## config.mk

```make
export PLATFORM = sky130hd
export DESIGN_NAME = tcp_header_checksum_verifier_core
export DESIGN_NICKNAME = d
export VERILOG_FILES = /design/src/design/thcv_pkg.sv /design/src/design/thcv_front.sv /design/src/design/thcv_queue.sv /design/src/design/thcv_back.sv /design/src/design/tcp_header_checksum_verifier_core.sv
export SDC_FILE = /design/constraint.sdc
export NUM_CORES = 1
export LEC_CHECK = 0
export ABC_AREA = 0
export BUFFER_PORTS_ARGS = -buffer_cell sky130_fd_sc_hd__buf_2
export CORE_AREA = 2 2 199 201
export DETAILED_ROUTE_END_ITERATION = 12
export DIE_AREA = 0 0 201 203
export GPL_TIMING_DRIVEN = 0
export PLACE_DENSITY = 0.81
export SLEW_MARGIN = 20
export SYNTH_ARGS = -nofsm -noshare
export SYNTH_HDL_FRONTEND = slang
export SYNTH_SLANG_ARGS = --single-unit
```

## constraint.sdc

```tcl
create_clock -name clk_i -period 10.9 [get_ports clk_i]
set_input_delay 1.09 -clock clk_i [delete_from_list [all_inputs] [get_ports clk_i]]
set_output_delay 1.09 -clock clk_i [all_outputs]
set_load 0.03 [all_outputs]
```

## src/design/thcv_pkg.sv

```systemverilog
// shared types, constants and helpers for the tcp header checksum verifier
package thcv_pkg;

  localparam logic [15:0] ProtoTcp    = 16'd6;
  localparam logic [5:0]  MinHdrBytes = 6'd20;
  localparam logic [7:0]  FlagFin     = 8'h01;
  localparam logic [7:0]  FlagSyn     = 8'h02;
  localparam logic [7:0]  FlagRst     = 8'h04;
  localparam logic [7:0]  FlagAck     = 8'h10;
  localparam int unsigned HdrBytes    = 16;
  localparam logic [15:0] CsumHiPos   = 16'd16;
  localparam logic [15:0] CsumLoPos   = 16'd17;
  localparam int unsigned QueueDepth  = 2;
  localparam int unsigned QueuePtrW   = $clog2(QueueDepth);

  // one classified byte on its way from front to back
  typedef struct packed {
    logic [7:0]  data;
    logic        last;
    logic        first;
    logic        odd;
    logic        cap;
    logic [3:0]  cap_idx;
    logic        csum_hi;
    logic        csum_lo;
    logic [15:0] pseudo;
  } item_t;

  // end-around carry of a 17 bit sum
  function automatic logic [15:0] fold17(input logic [16:0] s);
    return s[15:0] + {15'd0, s[16]};
  endfunction

endpackage

```

## src/design/thcv_front.sv

```systemverilog
// front end: byte position tracking, pseudo-header sum and byte classification
module thcv_front (
  input  logic                clk_i,
  input  logic                rst_ni,
  input  logic                acc_i,
  input  logic [7:0]          data_byte_i,
  input  logic                is_last_i,
  input  logic [31:0]         src_ip_i,
  input  logic [31:0]         dst_ip_i,
  input  logic [15:0]         ip_total_len_i,
  input  logic [5:0]          ip_hdr_len_i,
  output thcv_pkg::item_t     item_o
);
  import thcv_pkg::*;

  logic        in_pkt_q, in_pkt_d;
  logic [15:0] cnt_q, cnt_d;
  logic [15:0] pos;
  logic [15:0] seg_len;
  logic [18:0] wide_sum;
  logic [16:0] part_sum;

  assign pos     = in_pkt_q ? cnt_q : 16'd0;
  assign seg_len = ip_total_len_i - {10'd0, ip_hdr_len_i};

  // six pseudo-header words, folded twice
  assign wide_sum = {3'd0, src_ip_i[31:16]} + {3'd0, src_ip_i[15:0]}
                  + {3'd0, dst_ip_i[31:16]} + {3'd0, dst_ip_i[15:0]}
                  + {3'd0, ProtoTcp} + {3'd0, seg_len};
  assign part_sum = {1'b0, wide_sum[15:0]} + {14'd0, wide_sum[18:16]};

  always_comb begin
    item_o.data    = data_byte_i;
    item_o.last    = is_last_i;
    item_o.first   = !in_pkt_q;
    item_o.odd     = pos[0];
    item_o.cap     = (pos < 16'(HdrBytes));
    item_o.cap_idx = pos[3:0];
    item_o.csum_hi = (pos == CsumHiPos);
    item_o.csum_lo = (pos == CsumLoPos);
    item_o.pseudo  = fold17(part_sum);
  end

  always_comb begin
    in_pkt_d = in_pkt_q;
    cnt_d    = cnt_q;
    if (acc_i) begin
      if (is_last_i) begin
        in_pkt_d = 1'b0;
        cnt_d    = 16'd0;
      end else begin
        in_pkt_d = 1'b1;
        cnt_d    = pos + 16'd1;
      end
    end
  end

  always_ff @(posedge clk_i or negedge rst_ni) begin
    if (!rst_ni) begin
      in_pkt_q <= 1'b0;
      cnt_q    <= 16'd0;
    end else begin
      in_pkt_q <= in_pkt_d;
      cnt_q    <= cnt_d;
    end
  end

endmodule

```

## src/design/thcv_queue.sv

```systemverilog
// short queue of classified bytes between front and back
module thcv_queue (
  input  logic              clk_i,
  input  logic              rst_ni,
  input  logic              push_i,
  input  thcv_pkg::item_t   item_i,
  output logic              full_o,
  input  logic              pop_i,
  output logic              valid_o,
  output thcv_pkg::item_t   item_o
);
  import thcv_pkg::*;

  item_t                  mem_q [QueueDepth];
  logic [QueuePtrW-1:0]   wr_q, wr_d, rd_q, rd_d;
  logic [QueuePtrW:0]     cnt_q, cnt_d;

  assign full_o  = (cnt_q == (QueuePtrW+1)'(QueueDepth));
  assign valid_o = (cnt_q != '0);
  assign item_o  = mem_q[rd_q];

  always_comb begin
    wr_d  = push_i ? wr_q + 1'b1 : wr_q;
    rd_d  = pop_i  ? rd_q + 1'b1 : rd_q;
    cnt_d = cnt_q + {{QueuePtrW{1'b0}}, push_i} - {{QueuePtrW{1'b0}}, pop_i};
  end

  always_ff @(posedge clk_i) begin
    if (push_i) begin
      mem_q[wr_q] <= item_i;
    end
  end

  always_ff @(posedge clk_i or negedge rst_ni) begin
    if (!rst_ni) begin
      wr_q  <= '0;
      rd_q  <= '0;
      cnt_q <= '0;
    end else begin
      wr_q  <= wr_d;
      rd_q  <= rd_d;
      cnt_q <= cnt_d;
    end
  end

endmodule

```

## src/design/thcv_back.sv

```systemverilog
// back end: checksum accumulation, header capture and result register
module thcv_back (
  input  logic              clk_i,
  input  logic              rst_ni,
  input  logic              valid_i,
  input  thcv_pkg::item_t   item_i,
  output logic              pop_o,
  output logic              out_valid_o,
  input  logic              out_stall_i,
  output logic [15:0]       source_port_o,
  output logic [15:0]       dest_port_o,
  output logic [31:0]       seq_number_o,
  output logic [31:0]       ack_number_o,
  output logic [5:0]        header_bytes_o,
  output logic              syn_flag_o,
  output logic              rst_flag_o,
  output logic              fin_flag_o,
  output logic              ack_flag_o,
  output logic [15:0]       window_size_o,
  output logic              checksum_ok_o,
  output logic [15:0]       computed_checksum_o
);
  import thcv_pkg::*;

  logic [15:0] sum_q, sum_d;
  logic [7:0]  pend_q, pend_d;
  logic [7:0]  hdr_q [HdrBytes];
  logic [7:0]  hdr_d [HdrBytes];
  logic [15:0] rcv_q, rcv_d;
  logic        out_valid_q, out_valid_d;

  logic [15:0] base;
  logic [7:0]  eff;
  logic [15:0] word;
  logic        add;
  logic [15:0] sum_n;
  logic [15:0] csum;
  logic [5:0]  hb;

  // a last beat waits while an undelivered result sits in the output register
  assign pop_o = valid_i && (!item_i.last || !out_valid_q || !out_stall_i);

  always_comb begin
    base  = item_i.first ? item_i.pseudo : sum_q;
    eff   = (item_i.csum_hi || item_i.csum_lo) ? 8'd0 : item_i.data;
    if (item_i.odd) begin
      word = {pend_q, eff};
      add  = 1'b1;
    end else begin
      word = {eff, 8'd0};
      add  = item_i.last;
    end
    sum_n = add ? fold17({1'b0, base} + {1'b0, word}) : base;
    csum  = ~sum_n;
  end

  always_comb begin
    sum_d  = sum_q;
    pend_d = pend_q;
    rcv_d  = rcv_q;
    for (int i = 0; i < HdrBytes; i++) begin
      hdr_d[i] = hdr_q[i];
    end
    if (pop_o) begin
      sum_d = sum_n;
      if (!item_i.odd) begin
        pend_d = eff;
      end
      rcv_d = item_i.first ? 16'd0 : rcv_q;
      if (item_i.csum_hi) begin
        rcv_d[15:8] = item_i.data;
      end
      if (item_i.csum_lo) begin
        rcv_d[7:0] = item_i.data;
      end
      // header bytes accumulate by or, even after a position wrap
      for (int i = 0; i < HdrBytes; i++) begin
        hdr_d[i] = (item_i.first ? 8'd0 : hdr_q[i])
                 | ((item_i.cap && (item_i.cap_idx == 4'(i))) ? item_i.data : 8'd0);
      end
    end
  end

  always_comb begin
    hb = (hdr_d[12][7:4] < 4'd5) ? MinHdrBytes : {hdr_d[12][7:4], 2'b00};
  end

  always_comb begin
    out_valid_d = out_valid_q;
    if (pop_o && item_i.last) begin
      out_valid_d = 1'b1;
    end else if (!out_stall_i) begin
      out_valid_d = 1'b0;
    end
  end

  always_ff @(posedge clk_i or negedge rst_ni) begin
    if (!rst_ni) begin
      sum_q       <= 16'd0;
      pend_q      <= 8'd0;
      rcv_q       <= 16'd0;
      out_valid_q <= 1'b0;
      for (int i = 0; i < HdrBytes; i++) begin
        hdr_q[i] <= 8'd0;
      end
    end else begin
      sum_q       <= sum_d;
      pend_q      <= pend_d;
      rcv_q       <= rcv_d;
      out_valid_q <= out_valid_d;
      for (int i = 0; i < HdrBytes; i++) begin
        hdr_q[i] <= hdr_d[i];
      end
    end
  end

  // result payload, loaded only with a last beat
  always_ff @(posedge clk_i) begin
    if (pop_o && item_i.last) begin
      source_port_o       <= {hdr_d[0], hdr_d[1]};
      dest_port_o         <= {hdr_d[2], hdr_d[3]};
      seq_number_o        <= {hdr_d[4], hdr_d[5], hdr_d[6], hdr_d[7]};
      ack_number_o        <= {hdr_d[8], hdr_d[9], hdr_d[10], hdr_d[11]};
      header_bytes_o      <= hb;
      syn_flag_o          <= |(hdr_d[13] & FlagSyn);
      rst_flag_o          <= |(hdr_d[13] & FlagRst);
      fin_flag_o          <= |(hdr_d[13] & FlagFin);
      ack_flag_o          <= |(hdr_d[13] & FlagAck);
      window_size_o       <= {hdr_d[14], hdr_d[15]};
      checksum_ok_o       <= (csum == rcv_d);
      computed_checksum_o <= csum;
    end
  end

  assign out_valid_o = out_valid_q;

endmodule

```

## src/design/tcp_header_checksum_verifier_core.sv

```systemverilog
// top level of the tcp header checksum verifier
// usage:
//   the input channel carries one segment byte per beat, in network order, with
//   is_last_i marking the final byte; the ip addresses and lengths are sampled
//   only on the first beat of a segment and ignored afterwards
//   the output channel carries one result beat per segment: ports, sequence and
//   ack numbers, header length, flags, window, computed checksum and match bit
//   the checksum covers the ipv4 pseudo-header and the segment, with the
//   checksum field read as zero and an odd final byte padded with zero
// throughput and result path:
//   one byte per cycle sustained while in_stall_o is low; the last byte is
//   written into the queue, then popped and loaded into the output register,
//   raising out_valid_o; the back end's 16 bit end-around adder is combinational
// reset:
//   rst_ni clears the queue, position counter, running sum and output valid
// stall:
//   while out_stall_i holds a result, bytes of the next segment keep flowing
//   until its last beat reaches the back end; the two-entry queue then fills
//   and in_stall_o rises
module tcp_header_checksum_verifier_core (
  input  logic        clk_i,
  input  logic        rst_ni,
  input  logic        in_valid_i,
  output logic        in_stall_o,
  input  logic [7:0]  data_byte_i,
  input  logic        is_last_i,
  input  logic [31:0] src_ip_i,
  input  logic [31:0] dst_ip_i,
  input  logic [15:0] ip_total_len_i,
  input  logic [5:0]  ip_hdr_len_i,
  output logic        out_valid_o,
  input  logic        out_stall_i,
  output logic [15:0] source_port_o,
  output logic [15:0] dest_port_o,
  output logic [31:0] seq_number_o,
  output logic [31:0] ack_number_o,
  output logic [5:0]  header_bytes_o,
  output logic        syn_flag_o,
  output logic        rst_flag_o,
  output logic        fin_flag_o,
  output logic        ack_flag_o,
  output logic [15:0] window_size_o,
  output logic        checksum_ok_o,
  output logic [15:0] computed_checksum_o
);
  import thcv_pkg::*;

  logic  in_acc;
  logic  q_full;
  logic  q_valid;
  logic  q_pop;
  item_t front_item;
  item_t back_item;

  // stall comes straight from the queue fill level
  assign in_stall_o = q_full;
  assign in_acc     = in_valid_i && !q_full;

  // front: position tracking and classification of each beat
  thcv_front u_front (
    .clk_i          (clk_i),
    .rst_ni         (rst_ni),
    .acc_i          (in_acc),
    .data_byte_i    (data_byte_i),
    .is_last_i      (is_last_i),
    .src_ip_i       (src_ip_i),
    .dst_ip_i       (dst_ip_i),
    .ip_total_len_i (ip_total_len_i),
    .ip_hdr_len_i   (ip_hdr_len_i),
    .item_o         (front_item)
  );

  // decoupling queue
  thcv_queue u_queue (
    .clk_i   (clk_i),
    .rst_ni  (rst_ni),
    .push_i  (in_acc),
    .item_i  (front_item),
    .full_o  (q_full),
    .pop_i   (q_pop),
    .valid_o (q_valid),
    .item_o  (back_item)
  );

  // back: checksum, field capture and result register
  thcv_back u_back (
    .clk_i               (clk_i),
    .rst_ni              (rst_ni),
    .valid_i             (q_valid),
    .item_i              (back_item),
    .pop_o               (q_pop),
    .out_valid_o         (out_valid_o),
    .out_stall_i         (out_stall_i),
    .source_port_o       (source_port_o),
    .dest_port_o         (dest_port_o),
    .seq_number_o        (seq_number_o),
    .ack_number_o        (ack_number_o),
    .header_bytes_o      (header_bytes_o),
    .syn_flag_o          (syn_flag_o),
    .rst_flag_o          (rst_flag_o),
    .fin_flag_o          (fin_flag_o),
    .ack_flag_o          (ack_flag_o),
    .window_size_o       (window_size_o),
    .checksum_ok_o       (checksum_ok_o),
    .computed_checksum_o (computed_checksum_o)
  );

endmodule

```

==> results of run 1 <==
cell type report:
type | instances | area (um2) | area share, %
sequential | 385 | 10700 | 47.4
clock inverter | 20 | 372 | 1.65
inverter | 94 | 353 | 1.57
multi-input combinational | 1035 | 7820 | 34.8
antenna | 6 | 15.0 | 0.0668
buffer | 55 | 243 | 1.08
timing repair buffer | 244 | 1370 | 6.11
clock buffer | 48 | 1010 | 4.49
tap | 518 | 648 | 2.88
final timing paths:
check / slack [ns] / end / startpoint / depth (start not counted)
worst max-delay path: 1.60 / u_queue.mem_q[1][15] / src_ip_i[0] / 36
min in group asynchronous: 0.53 / u_back.hdr_q[62] / rst_ni / 1
worst min-delay path: 0.49 / u_back.pend_q[4] / u_back.pend_q[4] / 2
worst max register to register: 3.19 / u_back.checksum_ok_o / u_queue.rd_q / 30
max in group asynchronous: 9.47 / u_front.cnt_q[7] / rst_ni / 2
worst min register to register: 0.49 / u_back.pend_q[4] / u_back.pend_q[4] / 2
critical path: cells and delay by family:
kind	cells	cell delay (ns)
compound gates	14	2.74
xor+xnor	3	0.58
fa+ha+maj	8	2.72
buf+inv	1	0.10
simple gates	10	2.32
synth_stat cells (40+ instances only):
cell type,number,area (um2)
sky130_fd_sc_hd__edfxtp_1,203,6100
sky130_fd_sc_hd__dfrtp_1,182,4550
sky130_fd_sc_hd__nand2_1,146,548
sky130_fd_sc_hd__o21ai_0,105,526
sky130_fd_sc_hd__a22o_1,95,832
sky130_fd_sc_hd__inv_1,93,349
sky130_fd_sc_hd__ha_1,84,1050
sky130_fd_sc_hd__nor2_1,81,304
sky130_fd_sc_hd__xnor2_1,65,569
sky130_fd_sc_hd__a21oi_1,54,270
sky130_fd_sc_hd__clkbuf_1,43,161
sky130_fd_sc_hd__xor2_1,40,350
layer usage:
| metal | global-route usage [%] | vias up | share of wire (%) |
|---|---|---|---|
| met4 | 6.72 | 4 | 2.6 |
| met1 | 28.2 | 6581 | 41 |
| met3 | 3.48 | 83 | 6.5 |
| met2 | 37.9 | 567 | 50 |
| met5 | 0 | - | 0.060 |
| li1 | - | 6242 | - |
registers in the layout, indices dropped and copies added, names as in the netlist, 2 cells and up:
signal,count
u_front.cnt_q,16
u_back.ack_number_o,32
u_queue.cnt_q,2
u_back.header_bytes_o,4
u_back.window_size_o,16
u_back.seq_number_o,32
u_back.computed_checksum_o,16
u_back.sum_q,16
u_back.hdr_q,120
u_queue.mem_q,66
u_back.source_port_o,16
u_back.pend_q,8
u_back.rcv_q,16
u_back.dest_port_o,16
logic make-up (layout without fill, tap and decap cells):
group / after synthesis / count (layout) / share of synthesized area [%]
adders and majority gates: 121 / 121 / 9.41
muxes: 44 / 44 / 2.52
buffers and inverters: 149 / 461 / 3.13
AOI/OAI and AO/OA: 378 / 378 / 14.1
DFF: 385 / 385 / 55.9
and+or+nand+nor: 380 / 380 / 9.59
xor gates and xnor gates: 110 / 110 / 5.29
other: 1 / 8 / 0.0197
through the flow:
stage | utilization (%) | instance area (um2) | setup WS, ns | std cells | hold WS [ns]
2_1_floorplan | - | 19000 | 2.10 | 1569 | 0.450
3_5_place_dp | 54.8 | 21100 | 1.08 | 2331 | 0.473
5_1_grt | 58.4 | 22500 | 0.999 | 2404 | 0.519
3_3_place_gp | 54.3 | 20900 | 0.492 | 2324 | 0.466
6_report | 58.4 | 22500 | 1.60 | 2405 | 0.488
4_1_cts | 58.4 | 22500 | 1.59 | 2399 | 0.489
==> results.md, run 1 <==
- Total count of max-transition violations in the final report: 0
- Leading register cell type out of synthesis: sky130_fd_sc_hd__edfxtp_1
- Post-CTS Setup Repair Bufs: 0
- Starting Density: 49.5%
- Antenna violations before repair: 7
- Clock Tree Buf Depth: 3
- Count of hold buffers inserted by post-cts repair: 0
- Count of unresolved DRC violations after routing: 0
- Top fanout value on the critical path: 6
- Sequential fraction of the synthesis area: 55.9%
- Startpoint kind of the worst setup timing path: input pin
- Number of vias after detailed routing: 13.5k
- Number of unique standard cell types used by synthesis: 88
- CP max stage delay: 0.52 ns
- Share of the cycle needed by the critical path after routing: 85.3%
- Post-synth EDFFs: 203
- Total of buffers placed on input and output ports: 237
- Final setup fails: 0
- Ratio of routed vias to standard cells: between 5 and 6
- Pin slew with the least headroom to its limit: 1.01 ns
- Number of design-rule violations left by the first detailed-router iteration: 1073
- Total Neg Setup Slack: 0 ns
- Final HPWL DP: 32700 um
- Maximum number of pins on one net before global-route repair: 94
- Fmax achieved: 108 MHz
- Count of nets left with antenna violations after detail routing: 0
- Clk root buf: sky130_fd_sc_hd__clkbuf_16
- Tmin final: 9.30 ns
- Io pins: 240
- Clock slew seen by the registers of the worst setup and hold paths: 0.07 ns
- Gate Count Post-Synth: roughly 1.6k
- Synth async-reset ratio: 47.3%
- Die Y-Extent: 203 um
- Routed wire per std cell: between 15 and 20 um
- Setup repair after global routing missed its margin: false
- Core Region: 38500 um2
- Data required, critical path: 11.17 ns
- Post-detailed-routing wire length: roughly 45000 um
- Cell area after synthesis: between 15000 and 20000 um2
- Layout Area Growth over Synthesis: 18.1%
- Leading cell types in the layout, fill and taps excluded: sky130_fd_sc_hd__buf_2 (241), sky130_fd_sc_hd__edfxtp_1 (203), sky130_fd_sc_hd__dfrtp_1 (182), sky130_fd_sc_hd__nand2_1 (146), sky130_fd_sc_hd__o21ai_0 (105)
- Area of the die: a little over 40000 um2
- Element type at the critical path end: flop
- Post-CTS sizing: 0
- Leading cell type in the layout, fill and taps excluded: sky130_fd_sc_hd__buf_2
- H-tree Lvls: 2
- CTS tree: yes
- Status: completed
- Fillcell total: slightly below 3k
- Final Wtd Congestion: approximately 0.9
- Number of maximum-capacitance violations: 0
- Slowest stage cell on the critical path: sky130_fd_sc_hd__or4b_4
- DR pass1 iterations: 7
- Leftover overflow at the end of global routing: 0
- Die outline width: around 200 um
- Hold Crit Class: flop to flop
- Worst Clk Skew: 0.0154 ns
- Later-pin clock latency in the skew report: 0.54 ns
- CTS sink count: 385
- Final Hold Violating Endpoints: 0
- First-pass GRT wire length: around 71000 um
- Warnings from Yosys: 0
- Headroom to the max-slew limit: roughly a third
- CP arrival: 9.57 ns
- Number of global-route vias before repair: 13.4k
- Worst setup path class: input pin to flop
- Total Nets Final: 2072
- Post-synthesis area per instance: 12.1 um2
- Overall global routing resource usage: 21.8%
- Number of buffers created by CTS: 37
- Site Rows: a little over 70
- Share of post-route cells with drive strength above 1: 19.7%
- #FFs+latches synth: 385
Power of run 1 is left out: the tool's default activity adds up to more than one toggle a clock period on the data nets, which glitch-free logic cannot reach.
==> inputs of run 2 (changes only) <==
--- a/config.mk
+++ b/config.mk
@@ -7,11 +7,11 @@
 export LEC_CHECK = 0
 export ABC_AREA = 0
 export BUFFER_PORTS_ARGS = -buffer_cell sky130_fd_sc_hd__buf_2
-export CORE_AREA = 2 2 199 201
+export CORE_AREA = 2 2 183 185
 export DETAILED_ROUTE_END_ITERATION = 12
-export DIE_AREA = 0 0 201 203
+export DIE_AREA = 0 0 185 187
 export GPL_TIMING_DRIVEN = 0
-export PLACE_DENSITY = 0.81
+export PLACE_DENSITY = 0.91
 export SLEW_MARGIN = 20
 export SYNTH_ARGS = -nofsm -noshare
 export SYNTH_HDL_FRONTEND = slang
==> results.md, run 2 (synthesized netlist as in run 1, its figures left out) <==
- Final Wtd Congestion: 0.924 (+3.1%)
- Clock Tree Buf Depth: 3 (unchanged)
- CP max stage delay: 0.53 ns (about the same)
- Area of the die: 34600 um2 (-15%)
- Leading registers by flop count: u_back.hdr_q x120, u_queue.mem_q x66
- Tmin final: 9.40 ns (+0.0969 ns)
- Count of hold buffers inserted by post-cts repair: 0 (unchanged)
- CTS sink count: 385 (unchanged)
- H-tree Lvls: 2 (unchanged)
- Share of post-route cells with drive strength above 1: 19.4% (-0.29 points)
- Fmax achieved: 106 MHz (-1.0%)
- Flip-flop count of the largest register, all copies and words added: 120 (unchanged)
- Post-CTS sizing: 0 (unchanged)
- Io pins: 240 (unchanged)
- Element type at the critical path end: flop
- Later-pin clock latency in the skew report: 0.56 ns (+0.02 ns)
- Starting Density: 57.9% (+8.4 points)
- Final critical-path setup slack: 1.50 ns (-0.0970 ns)
- Startpoint kind of the worst setup timing path: input pin
- Data required, critical path: 11.27 ns (+0.10 ns)
- Share of the cycle needed by the critical path after routing: 86.2% (+0.89 points)
- Die Y-Extent: 187 um (-7.9%)
- Headroom to the max-slew limit: 34.1% (+2.0 points)
- DR pass1 iterations: 6 (-1)
- CP arrival: 9.77 ns (+0.20 ns)
- Site Rows: 67 (-6.9%)
- Total count of max-transition violations in the final report: 0 (unchanged)
- Die outline width: 185 um (-8.0%)
- Final HPWL DP: 34000 um (+4.2%)
- Final setup fails: 0 (unchanged)
- First-pass GRT wire length: 76700 um (+7.4%)
- Leading cell type in the layout, fill and taps excluded: sky130_fd_sc_hd__buf_2
- Final Hold Violating Endpoints: 0 (unchanged)
- Register with the most flip-flops: u_back.hdr_q
- Ratio of routed vias to standard cells: 6.17 (+10%)
- Leftover overflow at the end of global routing: 0 (unchanged)
- Fillcell total: 2170 (-27%)
- Total of buffers placed on input and output ports: 237 (unchanged)
- Post-CTS Setup Repair Bufs: 0 (unchanged)
- Maximum number of pins on one net before global-route repair: 68 (-28%)
- Number of global-route vias before repair: 14.3k (+6.8%)
- Layout Area Growth over Synthesis: 16.8%
- Routed wire per std cell: 21.4 um (+14%)
- Placement-stage worst setup slack: 0.934 ns (-0.148 ns)
- Number of maximum-capacitance violations: 0 (unchanged)
- Hold Crit Class: input pin to asynchronous set/reset pin
- Number of design-rule violations left by the first detailed-router iteration: 1729 (+61%)
- Total Nets Final: 2071 (-0.048%)
- Status: completed
- Top fanout value on the critical path: 6 (unchanged)
- CTS tree: yes
- Count of nets left with antenna violations after detail routing: 0 (unchanged)
- Worst Clk Skew: 0.0246 ns (+0.00920 ns)
- Post-detailed-routing wire length: 49900 um (+11%)
- Overall global routing resource usage: 28.5% (+6.7 points)
- Number of buffers created by CTS: 35 (-5.4%)
- Count of unresolved DRC violations after routing: 0 (unchanged)
- Setup repair after global routing missed its margin: false
- Clk root buf: sky130_fd_sc_hd__clkbuf_16
- Antenna violations before repair: 7 (unchanged)
- Core Region: 32900 um2 (-15%)
- Slowest stage cell on the critical path: sky130_fd_sc_hd__or4b_4
- Total Neg Setup Slack: 0 ns (unchanged)
- Pin slew with the least headroom to its limit: 0.982 ns (-0.0299 ns)
- Leading cell types in the layout, fill and taps excluded: sky130_fd_sc_hd__buf_2 (241), sky130_fd_sc_hd__edfxtp_1 (203), sky130_fd_sc_hd__dfrtp_1 (182), sky130_fd_sc_hd__nand2_1 (146), sky130_fd_sc_hd__o21ai_0 (105)
- Worst setup path class: input pin to flop
- Clock slew seen by the registers of the worst setup and hold paths: 0.07 ns (about the same)
- Number of vias after detailed routing: 14.4k (+6.7%)
==> run 2: cell types whose count changed in the layout (fill, tap and decap cells not counted), moves of 2 or more <==
cell | before | now
sky130_fd_sc_hd__bufinv_16 | 9 | 5
sky130_fd_sc_hd__clkbuf_1 | 51 | 49
sky130_fd_sc_hd__clkbuf_16 | 38 | 35
sky130_fd_sc_hd__clkinv_1 | 1 | 6
sky130_fd_sc_hd__clkinv_4 | 4 | 2
sky130_fd_sc_hd__diode_2 | 6 | 4
==> run 2: critical path, delay by kind of cell <==
kind                     cells  cell delay (ns)
AO/OA/AOI/OAI               14             2.73
XOR/XNOR                     3             0.68
adder cells (fa/ha/maj)      8             2.75
buffers and inverters        1             0.11
AND/OR/NAND/NOR             10             2.38
==> run 2: routing by layer <==
| metal | global-route usage [%] | vias to the layer above | part of all wire, % |
|---|---|---|---|
| met2 | 48.5 | 1013 | 49 |
| li1 | - | 6256 | - |
| met5 | 0 | - | 0.070 |
| met3 | 6.17 | 228 | 9.4 |
| met1 | 34.0 | 6872 | 36 |
| met4 | 15.0 | 6 | 5.7 |
==> run 2: path summary, 6_finish.rpt <==
kind | startpoint | end | slack [ns] | cells past startpoint
max | src_ip_i[0] | u_queue.mem_q[1][15] | 1.50 | 36
min | rst_ni | u_back.hdr_q[63] | 0.44 | 1
max reg2reg | u_queue.rd_q | u_back.checksum_ok_o | 2.94 | 30
min reg2reg | u_back.sum_q[9] | u_back.sum_q[9] | 0.49 | 2
max in group asynchronous | rst_ni | u_front.cnt_q[8] | 9.74 | 2
min in group clk_i | u_back.sum_q[9] | u_back.sum_q[9] | 0.49 | 2
==> run 2: cell type report <==
class | count | area, um2 | share of cell area [%]
Antenna cell | 4 | 10.0 | 0.0450
Sequential cell | 385 | 10700 | 47.9
Tap cell | 448 | 561 | 2.52
Clock inverter | 20 | 265 | 1.19
Clock buffer | 44 | 940 | 4.23
Buffer | 55 | 243 | 1.09
Multi-Input combinational cell | 1035 | 7820 | 35.2
Timing Repair Buffer | 245 | 1390 | 6.27
Inverter | 94 | 353 | 1.59
==> run 2: metrics by stage <==
stage	utilization, %	area, um2	cells	hold WS (ns)
2_1_floorplan	-	19000	1569	0.450
3_3_place_gp	63.3	20800	2254	0.466
3_5_place_dp	64.0	21000	2262	0.470
4_1_cts	67.6	22200	2326	0.453
5_1_grt	67.7	22200	2329	0.468
6_report	67.7	22200	2330	0.441
Power of run 2 is left out for the same reason.
